==> src/rtl/bific_pkg.sv <==
// Package: shared constants and codes for the banked IRQ/FIQ interrupt controller.
`timescale 1ns / 1ps
`default_nettype none

package bific_pkg;

    // Default sizing
    localparam int NUM_BANKS_DEF = 4;
    localparam int NUM_LINES_DEF = 128;

    // Line number split: low bits pick the bit, high bits pick the bank
    localparam int BANK_SHIFT    = 5;
    localparam int LINE_BIT_MASK = 'h1F;
    localparam int BANK_BITS     = 32;

    // Item kinds (code 3 means nothing and changes nothing)
    localparam logic [1:0] KIND_LINE  = 2'd0;
    localparam logic [1:0] KIND_READ  = 2'd1;
    localparam logic [1:0] KIND_WRITE = 2'd2;

    // Register selects
    typedef enum logic [3:0] {
        REG_CPU_IRQ_ACT = 4'd0,
        REG_COP_IRQ_ACT = 4'd1,
        REG_CPU_FIQ_ACT = 4'd2,
        REG_COP_FIQ_ACT = 4'd3,
        REG_LINE_STATUS = 4'd4,
        REG_FORCED      = 4'd5,
        REG_CPU_ENABLE  = 4'd6,
        REG_CPU_CLASS   = 4'd7,
        REG_COP_ENABLE  = 4'd8,
        REG_COP_CLASS   = 4'd9,
        REG_FIR_SET     = 4'd10,
        REG_FIR_CLR     = 4'd11,
        REG_CPU_EN_SET  = 4'd12,
        REG_CPU_EN_CLR  = 4'd13,
        REG_COP_EN_SET  = 4'd14,
        REG_COP_EN_CLR  = 4'd15
    } reg_sel_t;

endpackage

`default_nettype wire

==> src/rtl/banked_irq_fiq_interrupt_controller_top.sv <==
// Top level: banked IRQ/FIQ interrupt controller with two targets.
//
//  channel | direction | handshake            | payload
//  --------+-----------+----------------------+------------------------------------------
//  in      | in        | in_valid / in_ready  | kind, line, level, bank, reg_sel, write_data
//  out     | out       | out_valid / out_ready| read_data, cpu_irq, cpu_fiq, cop_irq,
//          |           |                      | cop_fiq, cpu_pending, cop_pending
//
//  One item per cycle unless a held result stalls; its result shows in the next cycle.
//  The bank state and the result register are updated in the same edge, so
//  the result register is the only stage between the two channels.
//  rst_n clears all bank state and the result valid flag.
//  in_ready drops only while a result is held and out_ready is low.
`timescale 1ns / 1ps
`default_nettype none

module banked_irq_fiq_interrupt_controller_top
    import bific_pkg::*;
#(
    parameter int NUM_BANKS = NUM_BANKS_DEF,
    parameter int NUM_LINES = NUM_LINES_DEF
) (
    input  wire logic        clk,
    input  wire logic        rst_n,
    input  wire logic        in_valid,
    output logic             in_ready,
    input  wire logic [1:0]  kind,
    input  wire logic [6:0]  line,
    input  wire logic        level,
    input  wire logic [1:0]  bank,
    input  wire logic [3:0]  reg_sel,
    input  wire logic [31:0] write_data,
    output logic             out_valid,
    input  wire logic        out_ready,
    output logic [31:0]      read_data,
    output logic             cpu_irq,
    output logic             cpu_fiq,
    output logic             cop_irq,
    output logic             cop_fiq,
    output logic             cpu_pending,
    output logic             cop_pending
);

    localparam int BANK_W = (NUM_BANKS > 1) ? $clog2(NUM_BANKS) : 1;

    typedef logic [BANK_BITS-1:0] word_t;

    // Bank state
    word_t line_status_reg [NUM_BANKS];
    word_t forced_reg      [NUM_BANKS];
    word_t cpu_enable_reg  [NUM_BANKS];
    word_t cpu_class_reg   [NUM_BANKS];
    word_t cop_enable_reg  [NUM_BANKS];
    word_t cop_class_reg   [NUM_BANKS];

    word_t line_status_next [NUM_BANKS];
    word_t forced_next      [NUM_BANKS];
    word_t cpu_enable_next  [NUM_BANKS];
    word_t cpu_class_next   [NUM_BANKS];
    word_t cop_enable_next  [NUM_BANKS];
    word_t cop_class_next   [NUM_BANKS];

    // Result register
    logic        out_valid_reg;
    logic [31:0] read_data_reg;
    logic        cpu_irq_reg;
    logic        cpu_fiq_reg;
    logic        cop_irq_reg;
    logic        cop_fiq_reg;

    logic [31:0] read_data_next;
    logic        cpu_irq_next;
    logic        cpu_fiq_next;
    logic        cop_irq_next;
    logic        cop_fiq_next;

    logic              take;
    logic [1:0]        line_bank;
    logic [BANK_W-1:0] sel_bank;
    logic              line_ok;
    logic              bank_ok;
    logic [4:0]        bit_idx;
    word_t             line_mask;
    reg_sel_t          sel_code;
    word_t             src;
    word_t             cpu_src;
    word_t             cop_src;
    word_t             cur_src;

    assign in_ready = !out_valid_reg || out_ready;
    assign take     = in_valid && in_ready;

    // Address decode: one bank is touched per item
    assign line_bank = line[6:BANK_SHIFT];
    assign line_ok   = (int'(line) < NUM_LINES) && (int'(line_bank) < NUM_BANKS);
    assign bank_ok   = int'(bank) < NUM_BANKS;
    assign sel_bank  = (kind == KIND_LINE) ? BANK_W'(line_bank) : BANK_W'(bank);
    assign bit_idx   = 5'(line & 7'(LINE_BIT_MASK));
    assign line_mask = word_t'(1) << bit_idx;
    assign sel_code  = reg_sel_t'(reg_sel);

    // Next bank state and register read
    always_comb
    begin
        cur_src        = forced_reg[sel_bank] | line_status_reg[sel_bank];
        read_data_next = '0;
        for (int b = 0; b < NUM_BANKS; b++)
        begin
            line_status_next[b] = line_status_reg[b];
            forced_next[b]      = forced_reg[b];
            cpu_enable_next[b]  = cpu_enable_reg[b];
            cpu_class_next[b]   = cpu_class_reg[b];
            cop_enable_next[b]  = cop_enable_reg[b];
            cop_class_next[b]   = cop_class_reg[b];
        end

        case (kind)
            KIND_LINE:
            begin
                if (line_ok)
                begin
                    if (level)
                        line_status_next[sel_bank] = line_status_reg[sel_bank] | line_mask;
                    else
                        line_status_next[sel_bank] = line_status_reg[sel_bank] & ~line_mask;
                end
            end
            KIND_READ:
            begin
                if (bank_ok)
                begin
                    unique case (sel_code) inside
                        REG_CPU_IRQ_ACT:
                            read_data_next = cur_src & cpu_enable_reg[sel_bank]
                                             & ~cpu_class_reg[sel_bank];
                        REG_COP_IRQ_ACT:
                            read_data_next = cur_src & cop_enable_reg[sel_bank]
                                             & ~cop_class_reg[sel_bank];
                        REG_CPU_FIQ_ACT:
                            read_data_next = cur_src & cpu_enable_reg[sel_bank]
                                             & cpu_class_reg[sel_bank];
                        REG_COP_FIQ_ACT:
                            read_data_next = cur_src & cop_enable_reg[sel_bank]
                                             & cop_class_reg[sel_bank];
                        REG_LINE_STATUS: read_data_next = line_status_reg[sel_bank];
                        REG_FORCED:      read_data_next = forced_reg[sel_bank];
                        REG_CPU_ENABLE:  read_data_next = cpu_enable_reg[sel_bank];
                        REG_CPU_CLASS:   read_data_next = cpu_class_reg[sel_bank];
                        REG_COP_ENABLE:  read_data_next = cop_enable_reg[sel_bank];
                        REG_COP_CLASS:   read_data_next = cop_class_reg[sel_bank];
                        REG_FIR_SET, REG_FIR_CLR, REG_CPU_EN_SET, REG_CPU_EN_CLR,
                        REG_COP_EN_SET, REG_COP_EN_CLR:
                            read_data_next = '0;
                        default:         read_data_next = '0;
                    endcase
                end
            end
            KIND_WRITE:
            begin
                if (bank_ok)
                begin
                    unique case (sel_code) inside
                        REG_CPU_CLASS:  cpu_class_next[sel_bank] = write_data;
                        REG_COP_CLASS:  cop_class_next[sel_bank] = write_data;
                        REG_FIR_SET:    forced_next[sel_bank] = forced_reg[sel_bank] | write_data;
                        REG_FIR_CLR:    forced_next[sel_bank] = forced_reg[sel_bank] & ~write_data;
                        REG_CPU_EN_SET:
                            cpu_enable_next[sel_bank] = cpu_enable_reg[sel_bank] | write_data;
                        REG_CPU_EN_CLR:
                            cpu_enable_next[sel_bank] = cpu_enable_reg[sel_bank] & ~write_data;
                        REG_COP_EN_SET:
                            cop_enable_next[sel_bank] = cop_enable_reg[sel_bank] | write_data;
                        REG_COP_EN_CLR:
                            cop_enable_next[sel_bank] = cop_enable_reg[sel_bank] & ~write_data;
                        REG_CPU_IRQ_ACT, REG_COP_IRQ_ACT, REG_CPU_FIQ_ACT, REG_COP_FIQ_ACT,
                        REG_LINE_STATUS, REG_FORCED, REG_CPU_ENABLE, REG_COP_ENABLE:
                            ;
                        default: ;
                    endcase
                end
            end
            default: ;
        endcase
    end

    // Output levels from the state after the item: OR of active words over banks
    always_comb
    begin
        cpu_irq_next = 1'b0;
        cpu_fiq_next = 1'b0;
        cop_irq_next = 1'b0;
        cop_fiq_next = 1'b0;
        src          = '0;
        cpu_src      = '0;
        cop_src      = '0;
        for (int b = 0; b < NUM_BANKS; b++)
        begin
            src          = forced_next[b] | line_status_next[b];
            cpu_src      = src & cpu_enable_next[b];
            cop_src      = src & cop_enable_next[b];
            cpu_irq_next = cpu_irq_next | (|(cpu_src & ~cpu_class_next[b]));
            cpu_fiq_next = cpu_fiq_next | (|(cpu_src & cpu_class_next[b]));
            cop_irq_next = cop_irq_next | (|(cop_src & ~cop_class_next[b]));
            cop_fiq_next = cop_fiq_next | (|(cop_src & cop_class_next[b]));
        end
    end

    // Bank state registers
    always_ff @(posedge clk or negedge rst_n)
    begin
        if (!rst_n)
        begin
            for (int b = 0; b < NUM_BANKS; b++)
            begin
                line_status_reg[b] <= '0;
                forced_reg[b]      <= '0;
                cpu_enable_reg[b]  <= '0;
                cpu_class_reg[b]   <= '0;
                cop_enable_reg[b]  <= '0;
                cop_class_reg[b]   <= '0;
            end
        end
        else if (take)
        begin
            for (int b = 0; b < NUM_BANKS; b++)
            begin
                line_status_reg[b] <= line_status_next[b];
                forced_reg[b]      <= forced_next[b];
                cpu_enable_reg[b]  <= cpu_enable_next[b];
                cpu_class_reg[b]   <= cpu_class_next[b];
                cop_enable_reg[b]  <= cop_enable_next[b];
                cop_class_reg[b]   <= cop_class_next[b];
            end
        end
    end

    // Result valid flag
    always_ff @(posedge clk or negedge rst_n)
    begin
        if (!rst_n)
            out_valid_reg <= 1'b0;
        else if (in_ready)
            out_valid_reg <= in_valid;
    end

    // Result payload
    always_ff @(posedge clk)
    begin
        if (take)
        begin
            read_data_reg <= read_data_next;
            cpu_irq_reg   <= cpu_irq_next;
            cpu_fiq_reg   <= cpu_fiq_next;
            cop_irq_reg   <= cop_irq_next;
            cop_fiq_reg   <= cop_fiq_next;
        end
    end

    assign out_valid   = out_valid_reg;
    assign read_data   = read_data_reg;
    assign cpu_irq     = cpu_irq_reg;
    assign cpu_fiq     = cpu_fiq_reg;
    assign cop_irq     = cop_irq_reg;
    assign cop_fiq     = cop_fiq_reg;
    assign cpu_pending = cpu_irq_reg | cpu_fiq_reg;
    assign cop_pending = cop_irq_reg | cop_fiq_reg;

endmodule

`default_nettype wire

==> config.mk <==
export PLATFORM = sky130hd
export DESIGN_NAME = banked_irq_fiq_interrupt_controller_top
export DESIGN_NICKNAME = d
export VERILOG_FILES = /design/src/rtl/bific_pkg.sv /design/src/rtl/banked_irq_fiq_interrupt_controller_top.sv
export SDC_FILE = /design/constraint.sdc
export NUM_CORES = 2
export LEC_CHECK = 0
export BUFFER_PORTS_ARGS = -buffer_cell sky130_fd_sc_hd__buf_2
export CAP_MARGIN = 20
export CELL_PAD_IN_SITES_DETAIL_PLACEMENT = 1
export CELL_PAD_IN_SITES_GLOBAL_PLACEMENT = 2
export CORE_MARGIN = 5
export CORE_UTILIZATION = 37
export CTS_BUF_LIST = sky130_fd_sc_hd__clkbuf_16
export CTS_CLUSTER_DIAMETER = 150
export CTS_CLUSTER_SIZE = 12
export DETAILED_ROUTE_END_ITERATION = 12
export PLACE_DENSITY_LB_ADDON = 0.1
export SYNTH_ARGS = -nofsm -noshare
export SYNTH_HDL_FRONTEND = slang
export SYNTH_SLANG_ARGS = --single-unit
export TNS_END_PERCENT = 10
==> constraint.sdc <==
create_clock -name clk -period 4.5 [get_ports clk]
set_input_delay 0.9 -clock clk [delete_from_list [all_inputs] [get_ports clk]]
set_output_delay 0.9 -clock clk [all_outputs]
set_load 0.01 [all_outputs]
==> results by group <==
Run status
  • Status: complete, but fails checks
  • Failing checks: negative setup slack

Synth
  • Synth area leader: dfrtp_1
  • Ys async rst share: 0.955
  • Post-synthesis sequential area ratio: 0.380
  • Syn Nets: slightly below 7,000
  • Synthesized area: 53,500 um^2
  • Synth Flop Type: dfrtp_1
  • Yosys warning count: 0
  • Synth Area per Inst: about 7.9 um^2
  • Cells after synthesis: about 6,800
  • #FFs+latches synth: ~800
  • Synth area leaders: dfrtp_1, nand2_1, o21ai_0
  • Share of the synthesized area in the top cell type: 0.360
  • Post-synth EDFFs: 36
  • Count of unique library cells instantiated by Yosys: 98

Final layout
  • Sequential cell area: 20,300 um^2
  • Area growth, synth to finish: 33.9%
  • Final nets: 8,141
  • Area of the multi-input gates: ~32,000 um^2
  • Leading cell type in the layout, fill and taps excluded: buf_4
  • Design area: roughly 70,000 um^2
  • Commonest cells after routing, fill and taps aside: buf_4, nand2_1, dfrtp_1
  • Fillers: 17,400
  • Layout cell share with drive strength beyond 1: 0.283

Global routing
  • Tot GR Track Use: 0.547
  • Vias in the first global route: roughly 67,000
  • Overflow after GRT: 0
  • Pin count of the biggest net entering global routing: between 100 and 150
  • Antenna violations before repair: 47
  • First-pass GRT wire length: approximately 570 mm

Worst setup path
  • Bufs and invs on worst path: 9
  • CP max stage cell: a21oi_1
  • Reg-to-Reg Start: cpu_enable_reg[115]
  • Nature of the critical path endpoint: flip-flop
  • Worst r2r dst: cpu_fiq
  • Worst Setup EP: cop_fiq
  • CP top delay family: buffers and inverters
  • Setup CP Type: primary input to flip-flop
  • Worst path max stage delay: roughly 380 ps
  • CP max FO: 13
  • CP Launch Point: kind[0]
  • CP startpoint kind: primary input
  • Worst Path Required: between 4000 and 5000 ps
  • Reg2Reg Depth: 11
  • Crit path top cell by count: buf_4
  • Crit path cell chain: buf_2 -> buf_4 -> o21ai_4 -> buf_6 -> buf_4 -> o21ai_1 -> buf_4 -> buf_4 -> nand2_2 -> buf_4 -> buf_4 -> nor2_1 -> a21oi_1 -> nand2b_1 -> o2111ai_1 -> nor3_1 -> buf_4 -> and3_1 -> nand4_1
  • Crit path DAT: 5170 ps
  • Critical path depth: 19
  • Reg2Reg Setup Slack: between 600 and 700 ps

Power and ir drop
  • Leak Pwr: ~31 nW
  • Part of the power in registers: 0.370
  • Pwr dens: about 320 nW/um^2
  • Internal power: 13.6 mW
  • Clock power share: 0.284
  • Max IR drop VDD: about 360 uV
  • Comb pwr share: 0.346
  • Switch share: 0.401
  • Psw: 9.08 mW

Clock tree
  • Longest Clk Path Bufs: 3
  • Clock H-tree levels: 3
  • Clock Latency Late Sink: 760 ps
  • CTS Sinks: 805
  • CTS root buf: clkbuf_16
  • CTS buffer count: 77
  • Reg clk slew, reported paths: ~90 ps
  • Hold Buf Count CTS: 0
  • CTS tree: done

Min path
  • Type of the most critical hold path: primary input to asynchronous set/reset pin

Timing
  • Final setup fails: 5
  • Setup TNS: -490 ps
  • FMAX: between 200 and 250 MHz
  • Clock skew: 38.0 ps
  • Count of final hold-check violations: 0
  • Pins Over Slew Limit: 0
  • Worst setup margin: -182 ps
  • Worst hold slack: 181 ps
  • Final period utilization: 1.04
  • Worst slew margin: 0.0698
  • Worst-Margin Slew: ~1400 ps
  • Final min period: between 4000 and 5000 ps
  • RSZ-0062 raised after global routing: yes

Drt
  • DRT Wirelength: ~430 mm
  • Via count: between 60,000 and 70,000
  • Vias/cell: approximately 6.9
  • Initial DRC count: roughly 11,000
  • DR WL/cell: around 43 um
  • ANT nets after route: 0
  • Router iterations before antenna repair: 8
  • # DRC: 0

Floorplanning
  • Die Ht: slightly below 400 um
  • Die X: between 300 and 400 um
  • Initial core utilization: 0.372
  • Total core area: between 100,000 and 150,000 um^2
  • Site row count: 139
  • Boundary Pins: 92
  • Die area: about 150,000 um^2

Placement
  • Cell Area, Placed: ~70,000 um^2
  • Buffers on Ports: 91
  • GPL Wtd Cong: 1.21
  • DP HPWL: 341 mm

Flow run
  • Max Cap Violations: 0
-- layer usage --
layer	up-vias	wire, um	track usage
met2	5916	167000	0.756
met1	34600	151000	0.640
met3	2039	60600	0.226
met4	18	53600	0.503
met5	-	326	0.0129
li1	27100	-	-
-- metrics by stage --
stage | setup WS, ps | utilization | instances | power [mW]
floorplan | -12.4 | - | 6803 | 10.8
global placement | -1820 | 0.479 | 9896 | 15.5
detailed placement | -1060 | 0.479 | 9899 | 15.6
CTS | -39.2 | 0.494 | 9998 | 22.0
global route | -35.0 | 0.498 | 10000 | 22.9
finish | -182 | 0.499 | 10100 | 22.7
-- logic make-up (layout without fill, tap and decap cells) --
group | count (synthesis) | in the layout | synth area share
flip-flops | 805 | 805 | 0.380
multiplexers | 499 | 499 | 0.0991
other | 0 | 40 | 0
buffers and inverters | 573 | 1878 | 0.0440
AND/OR/NAND/NOR | 2892 | 2893 | 0.234
AO/OA/AOI/OAI | 2034 | 2034 | 0.243
-- power by group through the flow --
stage / clock [mW] / sequential (mW) / combinational [mW]
global route: 6.69 / 8.43 / 7.77
detailed placement: 0 / 8.48 / 7.17
CTS: 6.43 / 8.35 / 7.21
floorplan: 0 / 8.24 / 2.59
finish: 6.43 / 8.38 / 7.85
global placement: 0 / 8.46 / 7.01
-- cell usage after synthesis, types with 13 or more instances --
library cell  number
and3_1           149
nand4_1           35
buf_1             46
a21o_1            37
o31a_1            30
a221o_1           13
nand3b_1          19
o32ai_1           13
nor4_1            27
a31oi_1           55
a22oi_1           29
buf_2             88
dfrtp_1          769
nand3_1          273
o21ai_0          639
o211ai_1          33
clkbuf_1         385
o31ai_1          124
o21a_1            41
o22ai_1          120
or2_2             55
a211oi_1         144
a221oi_1          36
edfxtp_1          36
nand2_1         1331
and2_1            36
o2111ai_1         36
a211o_1           19
a32oi_1           49
nor3_1            37
nor2b_1           25
mux2_2           219
nor2_1           787
a21oi_1          433
nand2b_1          56
mux2i_1          276
inv_1             34
o221ai_1          27
-- what timing repair did --
item                                    4_1_cts  5_1_grt
pin swaps                                     0       15
gates resized for setup                       8       86
endpoints found under the setup margin        3        4
gates cloned                                  0        2
setup buffers                                 0       10
hold endpoints to repair                      0        0
-- worst min path at each step --
stage,slack [ps],endpoint,start
4_1_cts,190,line_status_reg[14],rst_n
3_3_place_gp,480,forced_reg[123],forced_reg[123]
2_1_floorplan,460,cop_enable_reg[82],cop_enable_reg[82]
3_5_place_dp,480,cop_class_reg[63],cop_class_reg[63]
5_1_grt,180,line_status_reg[14],rst_n
6_report,180,line_status_reg[14],rst_n
-- layout make-up --
type | count | area share
antenna | 40 | 0.00140
clock buffer | 78 | 0.0272
clock inverter | 21 | 0.00224
inverter | 36 | 0.00192
multi-input combinational | 5426 | 0.442
sequential | 805 | 0.284
tap | 1903 | 0.0332
timing repair buffer | 1743 | 0.209
-- worst register-to-register path, stage by stage, from the launching register on --
cell and delay, ps:
dfrtp_1 460, and3_1 350, a2111oi_4 440, buf_4 240
nor2_1 60, nand2_1 80, buf_4 130, o21ai_1 210
a32oi_2 420, nand2_1 180, or4_1 490, or4_1 540
Power figures use the tool's default switching activity.
